<file path="src/sv/itor_pkg.sv">
package itor_pkg;

  localparam int VALUE_BITS_DEF = 32;
  localparam int MAX_DIGITS_DEF = 32;
  localparam int BASE_W = 6;
  localparam int CHAR_W = 8;

  localparam logic [BASE_W-1:0] BASE_MIN = 6'd2;
  localparam logic [BASE_W-1:0] BASE_MAX = 6'd36;
  localparam logic [BASE_W-1:0] BASE_DEC = 6'd10;
  localparam logic [BASE_W-1:0] DIGIT_NINE = 6'd9;

  localparam logic [CHAR_W-1:0] CHAR_ZERO = 8'h30;
  localparam logic [CHAR_W-1:0] CHAR_LOWER_A = 8'h61;
  localparam logic [CHAR_W-1:0] CHAR_MINUS = 8'h2d;

  typedef enum logic [2:0] {
    ST_IDLE,
    ST_CHECK,
    ST_DIV,
    ST_SIGN,
    ST_READ,
    ST_SHOW
  } state_t;

  typedef struct packed {
    logic done;
    logic busy;
  } div_status_t;

  function automatic logic [CHAR_W-1:0] digit_char(input logic [BASE_W-1:0] d);
    logic [CHAR_W-1:0] c;
    if (d > DIGIT_NINE) begin
      c = CHAR_W'(d) - CHAR_W'(BASE_DEC) + CHAR_LOWER_A;
    end else begin
      c = CHAR_W'(d) + CHAR_ZERO;
    end
    return c;
  endfunction

endpackage

</file>
<file path="src/sv/itor_div.sv">
module itor_div #(
  parameter int VALUE_BITS = itor_pkg::VALUE_BITS_DEF
) (
  input  logic                       clk,
  input  logic                       rst,
  input  logic                       start,
  input  logic [VALUE_BITS-1:0]      dividend,
  input  logic [itor_pkg::BASE_W-1:0] divisor,
  output itor_pkg::div_status_t      status,
  output logic [VALUE_BITS-1:0]      quo,
  output logic [itor_pkg::BASE_W-1:0] rem
);
  import itor_pkg::*;

  localparam int CNT_W = (VALUE_BITS > 1) ? $clog2(VALUE_BITS) : 1;

  logic             busy;
  logic             done;
  logic [CNT_W-1:0] cnt;
  logic [BASE_W-1:0] dsr;
  logic [BASE_W:0]  rem_sh;
  logic             fits;

  // one restoring step per cycle, msb first
  assign rem_sh = {rem, quo[VALUE_BITS-1]};
  assign fits = rem_sh >= {1'b0, dsr};

  always_ff @(posedge clk) begin
    if (rst) begin
      busy <= 1'b0;
      done <= 1'b0;
      cnt <= '0;
    end else begin
      done <= 1'b0;
      if (start) begin
        busy <= 1'b1;
        cnt <= CNT_W'(VALUE_BITS - 1);
      end else if (busy) begin
        cnt <= cnt - 1'b1;
        if (cnt == '0) begin
          busy <= 1'b0;
          done <= 1'b1;
        end
      end
    end
  end

  always_ff @(posedge clk) begin
    if (start) begin
      quo <= dividend;
      rem <= '0;
      dsr <= divisor;
    end else if (busy) begin
      quo <= {quo[VALUE_BITS-2:0], fits};
      rem <= fits ? BASE_W'(rem_sh - {1'b0, dsr}) : BASE_W'(rem_sh);
    end
  end

  assign status.done = done;
  assign status.busy = busy;

endmodule

</file>
<file path="src/sv/integer_to_text_radix_core.sv">
// Converts one two's-complement value to ASCII text in a base from 2 to 36, most
// significant character first, with last set on the final beat. Digits above 9 are
// 'a'..'z'; a negative value in base 10 is preceded by '-', in other bases it is taken
// as unsigned. One item at a time: in_ready is high only when idle. Each digit is the
// remainder of the shared bit-serial divider, stored least significant first; each
// character is then read from that store and held until out_ready, after the sign
// if there is one.
module integer_to_text_radix_core #(
  parameter int VALUE_BITS = itor_pkg::VALUE_BITS_DEF,
  parameter int MAX_DIGITS = itor_pkg::MAX_DIGITS_DEF
) (
  input  logic                          clk,
  input  logic                          rst,
  input  logic                          in_valid,
  output logic                          in_ready,
  input  logic signed [VALUE_BITS-1:0]  value,
  input  logic [itor_pkg::BASE_W-1:0]   base,
  output logic                          out_valid,
  input  logic                          out_ready,
  output logic [itor_pkg::CHAR_W-1:0]   character,
  output logic                          last
);
  import itor_pkg::*;

  localparam int CNT_W = $clog2(MAX_DIGITS + 1);
  localparam int IDX_W = $clog2(MAX_DIGITS);

  state_t state, state_next;

  logic [VALUE_BITS-1:0] quotient;
  logic [CNT_W-1:0]      count;
  logic                  neg;
  logic [BASE_W-1:0]     base_r;
  logic [BASE_W-1:0]     base_sat;
  logic [VALUE_BITS-1:0] q_in;
  logic                  neg_in;
  logic [CNT_W-1:0]      limit;
  logic [CNT_W-1:0]      count_m1;
  logic                  q_zero;

  logic [BASE_W-1:0]     mem [MAX_DIGITS];
  logic [BASE_W-1:0]     rd_data;
  logic                  wr_en;
  logic [IDX_W-1:0]      wr_addr;
  logic [BASE_W-1:0]     wr_data;
  logic                  rd_en;

  logic                  div_start;
  div_status_t           div_status;
  logic [VALUE_BITS-1:0] div_quo;
  logic [BASE_W-1:0]     div_rem;

  itor_div #(
    .VALUE_BITS(VALUE_BITS)
  ) u_div (
    .clk      (clk),
    .rst      (rst),
    .start    (div_start),
    .dividend (quotient),
    .divisor  (base_r),
    .status   (div_status),
    .quo      (div_quo),
    .rem      (div_rem)
  );

  always_comb begin
    if (base < BASE_MIN) begin
      base_sat = BASE_MIN;
    end else if (base > BASE_MAX) begin
      base_sat = BASE_MAX;
    end else begin
      base_sat = base;
    end
    neg_in = value[VALUE_BITS-1] && (base_sat == BASE_DEC);
    q_in = neg_in ? VALUE_BITS'(~value + 1'b1) : VALUE_BITS'(value);
  end

  assign limit = neg ? CNT_W'(MAX_DIGITS - 1) : CNT_W'(MAX_DIGITS);
  assign count_m1 = count - 1'b1;
  assign q_zero = quotient == '0;

  // next state
  always_comb begin
    state_next = state;
    case (state)
      ST_IDLE: begin
        if (in_valid) state_next = ST_CHECK;
      end
      ST_CHECK: begin
        if (q_zero || count == limit) begin
          state_next = neg ? ST_SIGN : ST_READ;
        end else begin
          state_next = ST_DIV;
        end
      end
      ST_DIV: begin
        if (div_status.done) state_next = ST_CHECK;
      end
      ST_SIGN: begin
        if (out_ready) state_next = ST_READ;
      end
      ST_READ: begin
        state_next = ST_SHOW;
      end
      ST_SHOW: begin
        if (out_ready) state_next = (count == CNT_W'(1)) ? ST_IDLE : ST_READ;
      end
      default: state_next = ST_IDLE;
    endcase
  end

  // outputs and strobes
  always_comb begin
    in_ready = 1'b0;
    out_valid = 1'b0;
    character = CHAR_ZERO;
    last = 1'b0;
    div_start = 1'b0;
    wr_en = 1'b0;
    wr_addr = count[IDX_W-1:0];
    wr_data = div_rem;
    rd_en = 1'b0;
    case (state)
      ST_IDLE: begin
        in_ready = 1'b1;
      end
      ST_CHECK: begin
        if (q_zero && count == '0) begin
          wr_en = 1'b1;
          wr_data = '0;
        end else if (!q_zero && count != limit) begin
          div_start = 1'b1;
        end
      end
      ST_DIV: begin
        wr_en = div_status.done;
      end
      ST_SIGN: begin
        out_valid = 1'b1;
        character = CHAR_MINUS;
      end
      ST_READ: begin
        rd_en = 1'b1;
      end
      ST_SHOW: begin
        out_valid = 1'b1;
        character = digit_char(rd_data);
        last = count == CNT_W'(1);
      end
      default: begin
      end
    endcase
  end

  always_ff @(posedge clk) begin
    if (rst) begin
      state <= ST_IDLE;
      count <= '0;
      quotient <= '0;
      neg <= 1'b0;
    end else begin
      state <= state_next;
      case (state)
        ST_IDLE: begin
          if (in_valid) begin
            quotient <= q_in;
            neg <= neg_in;
            count <= '0;
          end
        end
        ST_CHECK: begin
          if (q_zero && count == '0) count <= CNT_W'(1);
        end
        ST_DIV: begin
          if (div_status.done) begin
            quotient <= div_quo;
            count <= count + 1'b1;
          end
        end
        ST_SHOW: begin
          if (out_ready) count <= count_m1;
        end
        default: begin
        end
      endcase
    end
  end

  always_ff @(posedge clk) begin
    if (state == ST_IDLE && in_valid) base_r <= base_sat;
  end

  always_ff @(posedge clk) begin
    if (wr_en) mem[wr_addr] <= wr_data;
    if (rd_en) rd_data <= mem[count_m1[IDX_W-1:0]];
  end

endmodule

</file>
<file path="config.mk">
export PLATFORM = sky130hd
export DESIGN_NAME = integer_to_text_radix_core
export DESIGN_NICKNAME = d
export VERILOG_FILES = /design/src/sv/itor_pkg.sv /design/src/sv/itor_div.sv /design/src/sv/integer_to_text_radix_core.sv
export SDC_FILE = /design/constraint.sdc
export NUM_CORES = 1
export LEC_CHECK = 0
export ABC_AREA = 1
export BUFFER_PORTS_ARGS = -buffer_cell sky130_fd_sc_hd__buf_2
export CAP_MARGIN = 20
export CORE_AREA = 4 4 186 188
export CTS_CLUSTER_DIAMETER = 150
export DETAILED_ROUTE_END_ITERATION = 7
export DIE_AREA = 0 0 190 192
export PLACE_DENSITY = 0.71
export SLEW_MARGIN = 20
export SYNTH_ARGS = -nofsm -noshare
export SYNTH_HDL_FRONTEND = slang
export SYNTH_SLANG_ARGS = --single-unit
</file>
<file path="constraint.sdc">
create_clock -name clk -period 3.3 [get_ports clk]
set_input_delay 0.66 -clock clk [delete_from_list [all_inputs] [get_ports clk]]
set_output_delay 0.66 -clock clk [all_outputs]
set_load 0.03 [all_outputs]
</file>
* Word level (Yosys, flattened, before mapping)
Memories as Yosys holds them, arrays and structs flattened. A register that Yosys moved wholly into a read port is not among the register bits.
Cells that the tools add are included.
Widths: inputs -> output; s select.
** Storage, ports and cells
- Flip-flop bits (word level) :: 99
- Memory bits (writable) :: 192
- Input port bits :: 42
- Output and inout bits :: 11
- Word-level logic and storage cells :: 103
- Memories kept :: 1
** Cells by class
- $add $sub $neg :: 8
- Magnitude comparators :: 4
- Equality and inequality tests :: 14
- Muxes and demuxes :: 44
- Bitwise operators :: 2
- Reductions and logical operators :: 19
** Memories
- mem :: depth 32, width 6, read ports 1, clocked after memory_dff 1, wr ports 1, RTL line integer_to_text_radix_core.sv:41 : logic [BASE_W-1:0] mem [MAX_DIGITS];
** Operators by type and width (number)
- $mux 32 :: 5
- $pmux 32 s2 :: 1
- $mux 6 :: 10
- $add 32x1->32 const B :: 1
- $logic_not 32->1 :: 1
- $not 32->32 :: 1
- $pmux 6 s4 :: 1
- $mux 3 :: 7
- $pmux 3 s6 :: 1
- $pmux 8 s2 :: 1
- $mux 1 :: 14
- $mux 5 :: 2
- $add 8x7->8 const B :: 1
- $mux 8 :: 1
- $ne 2x2->1 const B :: 4
- $add 6x6->7 const B :: 1
- $ge 7x6->1 :: 1
- $sub 6x4->7 const B :: 1
- $add 6x1->6 const B :: 1
- $eq 3x2->1 const B :: 2
- $eq 3x3->1 const B :: 2
- $eq 6x1->1 const B :: 1
- $eq 6x4->1 const B :: 1
- $eq 6x6->1 :: 1
- 25 further kinds :: 29

* Depth between registers and ports, before layout
- Depth in word-level cells :: 8
- Depth in mapped cells :: 14

* Hierarchy
From an unflattened synthesis, not the netlist that was laid out.
** Unflattened totals
- Cells, all modules :: 1606
- Area, all modules :: 14656.6 sq um
** By module, submodules not included
- integer_to_text_radix_core :: instances 1, cells each 1326, area each 12161.7 sq um
- itor_div :: instances 1, cells each 280, area each 2494.9 sq um

* Worst setup path before layout
No wires, ideal clock.
- Path type :: flip-flop to output port
- From :: reg rd_data[1], read port of mem
- To :: out character[7] (netlist name)
- Arrival time :: 2029 ps
- Setup slack :: 611 ps
- Cell stages (with the launch flop) :: 8
- Path buffers :: 0
- Cells stage by stage :: edfxtp_1 inv_1 ha_1 or2_2 nand2_1 xor2_1 nor2_1 nor3b_1
** On the way
- Longest elaborated chain between the ends :: 4
- Elaborated cells on any way between the ends :: 5
** Ends and longest elaborated chain
- from (decl) :: RTL line integer_to_text_radix_core.sv:42 : logic [BASE_W-1:0] rd_data;
- $sub 6x4->7 :: RTL line itor_pkg.sv:34 : c = CHAR_W'(d) - CHAR_W'(BASE_DEC) + CHAR_LOWER_A;
- $add 8x7->8 :: RTL line itor_pkg.sv:34
- $mux 8 (*) :: RTL line itor_pkg.sv:33 : if (d > DIGIT_NINE) begin
- $pmux 8 s2 (*) :: RTL line integer_to_text_radix_core.sv:123 : case (state)
- to (decl) :: RTL line integer_to_text_radix_core.sv:20 : output logic [itor_pkg::CHAR_W-1:0] character,
Mark *: on every way between the ends. The rest lies on a longest branch, timed or not.

* Worst setup path in the final report
Ends and elaborated chain as after synthesis.

==> impl_metrics.sql <==
INSERT INTO impl_metrics (metric_group, metric, value, unit) VALUES
('status', 'outcome', 'finished, final reports clean', ''),
('critical_path', 'worst-endpoint-required', '2.64', 'ns'),
('timing', 'final_critical_path_setup_slack', '0.175', 'ns'),
('worst_hold_path', 'min-delay-start', 'base[5]', ''),
('timing', 'clock-skew-final', '0.0273', 'ns'),
('logic_synthesis', 'synth_area', '14700', 'um^2'),
('final_layout', 'fillers', '3060', ''),
('critical_path', 'critPathLaunchType', 'flop', ''),
('floorplanning', 'floorplan.die.height', '192', 'um'),
('critical_path', 'regToRegEndpoint', 'mem[3][5]', ''),
('clock_tree', 'numCtsBuffers', '30', ''),
('logic_synthesis', 'ys_ff_latch', '297', ''),
('final_layout', 'n_antenna_cell', '0', ''),
('placement', 'dpl.cell_count', '2018', ''),
('floorplanning', 'rows', '67', ''),
('critical_path', 'cpPeakStageDelay', '0.43', 'ns'),
('critical_path', 'r2r_setup_slack', '0.45', 'ns'),
('route', 'num_vias', '11200', ''),
('floorplanning', 'die_area', '36500', 'um^2'),
('logic_synthesis', 'mean_area_per_synthesized_cell', '9.28', 'um^2'),
('final_layout', 'regArea', '8370', 'um^2'),
('timing', 'period_needed', '3.12', 'ns'),
('worst_hold_path', 'worst_hold_path.endpoint', 'base_r[5]', ''),
('critical_path', 'worst-path-max-fanout', '3', ''),
('timing', 'hold_ws', '0.382', 'ns'),
('critical_path', 'cp_data_arrival_time', '2.46', 'ns'),
('timing', 'finalMaxSlewViolations', '0', ''),
('floorplanning', 'floorplan_core_area', '33100', 'um^2'),
('logic_synthesis', 'synth_cell_type_count', '46', ''),
('final_layout', 'post_route_cells_drive_above_1_share', '9.23', '%'),
('route', 'antenna_violation_net_count_after_detailed_routing', '0', ''),
('logic_synthesis', 'synth-main-ff-cell', 'edfxtp_1', ''),
('timing', 'max_slew_margin', '29.2', '%'),
('route', 'wl_per_cell', '16.8', 'um'),
('timing', 'fin_tns_setup', '0', 'ns'),
('timing', 'final_hold_viol_count', '0', ''),
('clock_tree', 'number_of_h_tree_levels', '1', ''),
('logic_synthesis', 'postSynthCellCount', '1581', ''),
('power', 'report.power.total', '13.5', 'mW'),
('power', 'power_leakage', '6.03', 'nW'),
('global_route', 'grt_pass1_wl', '56300', 'um'),
('clock_tree', 'clkSlewWorstSetupHoldPaths', '0.06', 'ns'),
('final_layout', 'design.final.nets', '1666', ''),
('floorplanning', 'start_util', '44.3', '%'),
('floorplanning', 'boundaryPins', '53', ''),
('critical_path', 'setup.worst_path.end_class', 'primary output', ''),
('timing', 'grt_setup_unrepaired', 'no', ''),
('route', 'detail_route.iter0.violations', '721', ''),
('timing', 'fmaxAchievable', '320', 'MHz'),
('clock_tree', 'cts_tree', 'yes', ''),
('critical_path', 'reg2reg_depth', '8', ''),
('flow_run', 'maxCapViolations', '0', ''),
('timing', 'fin_crit_sh', '94.7', '%'),
('global_route', 'use_met3', '2.71', '%'),
('critical_path', 'reg2reg_start', 'quotient[11]', ''),
('placement', 'buffer_ports.inserted', '52', ''),
('timing', 'tightest_slew', '1.06', 'ns'),
('critical_path', 'cp_cell_sequence', 'o21ai_0, xor2_1, nor3b_1, nor2_1, nor3b_1, buf_2', ''),
('placement', 'dpl.hpwl', '23200', 'um'),
('final_layout', 'multiInputGateArea', '5470', 'um^2'),
('critical_path', 'worst_setup_path_startpoint', 'rd_data[1]', ''),
('clock_tree', 'cts_hold_buf', '0', ''),
('logic_synthesis', 'synth.net_count', '1643', ''),
('global_route', 'grt_overflow', '0', ''),
('logic_synthesis', 'synthArstFlopShare', '0', '%'),
('critical_path', 'cp_dominant_cell_by_count', 'nor3b_1', ''),
('final_layout', 'mostFrequentLayoutCell', 'nor2_1', ''),
('route', 'drt_pass1_iterations', '5', ''),
('global_route', 'grt.busiest_layer', 'met2', ''),
('final_layout', 'post_layout_nonfiller_instances', '2073', ''),
('timing', 'report.final.setup_viol', '0', '');
==> sequential cells by signal, summed over array words and instances (netlist names) <==
| name | flops |
|---|---|
| state | 3 |
| rd_data | 6 |
| u_div.cnt | 5 |
| u_div.done | 1 |
| u_div.busy | 1 |
| u_div.dsr | 6 |
| count | 6 |
| mem | 192 |
| u_div.quo | 32 |
| neg | 1 |
| u_div.rem | 6 |
| quotient | 32 |
| base_r | 6 |
==> routing by layer <==
layer  wire length (um)  up-vias
met1              15100     5347
met3               1820       70
met5                  0        -
met4               1020        0
met2              16900      338
li1                   -     5486
==> report_power, final <==
part / switching (mW) / internal [mW] / total, mW
Clock: 1.41 / 1.83 / 3.23
Sequential: 0.326 / 5.02 / 5.34
Combinational: 3.47 / 1.49 / 4.96
==> synth_stat cells (7+ instances only) <==
library cell	n	share of area, %
ha_1	19	1.6
o22ai_1	7	0.30
buf_2	35	1.2
nor2_1	299	7.7
o21ai_1	21	0.72
xnor2_1	8	0.48
o32ai_1	23	1.4
nand2_2	8	0.34
nand3_1	99	3.4
mux2i_1	19	1.3
o221ai_1	13	0.78
nand4_1	28	1.2
edfxtp_1	242	50
inv_1	110	2.8
clkbuf_1	26	0.67
o21ai_0	114	3.9
xor2_1	20	1.2
o211ai_1	26	1.3
inv_2	11	0.28
dfxtp_1	55	7.5
nand2_1	290	7.4
a21oi_1	50	1.7
==> worst max-delay path by stage <==
stage | end | slack, ns | depth (start not counted)
2_1_floorplan | character[7] | 0.61 | 7
3_3_place_gp | mem[18][1] | 0.68 | 9
3_5_place_dp | mem[3][3] | 0.64 | 9
4_1_cts | character[6] | 0.16 | 9
5_1_grt | character[7] | 0.02 | 6
6_report | character[7] | 0.18 | 6
==> final cells by class <==
cell class                      count  area share [%]
Timing Repair Buffer               68            2.64
Clock buffer                       34            4.72
Tap cell                          448            3.45
Inverter                          121            2.80
Sequential cell                   297            51.6
Clock inverter                     19            1.09
Multi-Input combinational cell   1086            33.7
==> cell families after synthesis <==
| group | after synthesis | synth area share (%) |
|---|---|---|
| AND/OR/NAND/NOR | 746 | 21.3 |
| multiplexers | 19 | 1.30 |
| XOR/XNOR | 29 | 1.78 |
| buffers and inverters | 198 | 5.81 |
| adder cells (fa/ha/maj) | 20 | 1.76 |
| AO/OA/AOI/OAI | 272 | 11.0 |
| flip-flops | 297 | 57.1 |
==> worst max-delay path, delay by kind of cell, from the launching register on <==
kind	cells	cell delay, ns
compound gates	1	0.28
xor+xnor	1	0.28
flops	1	0.43
simple gates	3	0.68
buf+inv	1	0.23
==> repair_timing <==
item,4_1_cts,5_1_grt
buffers inserted,0,0
setup endpoints to repair,0,1
resized for setup,0,2
(Power assumes the default switching activity.)
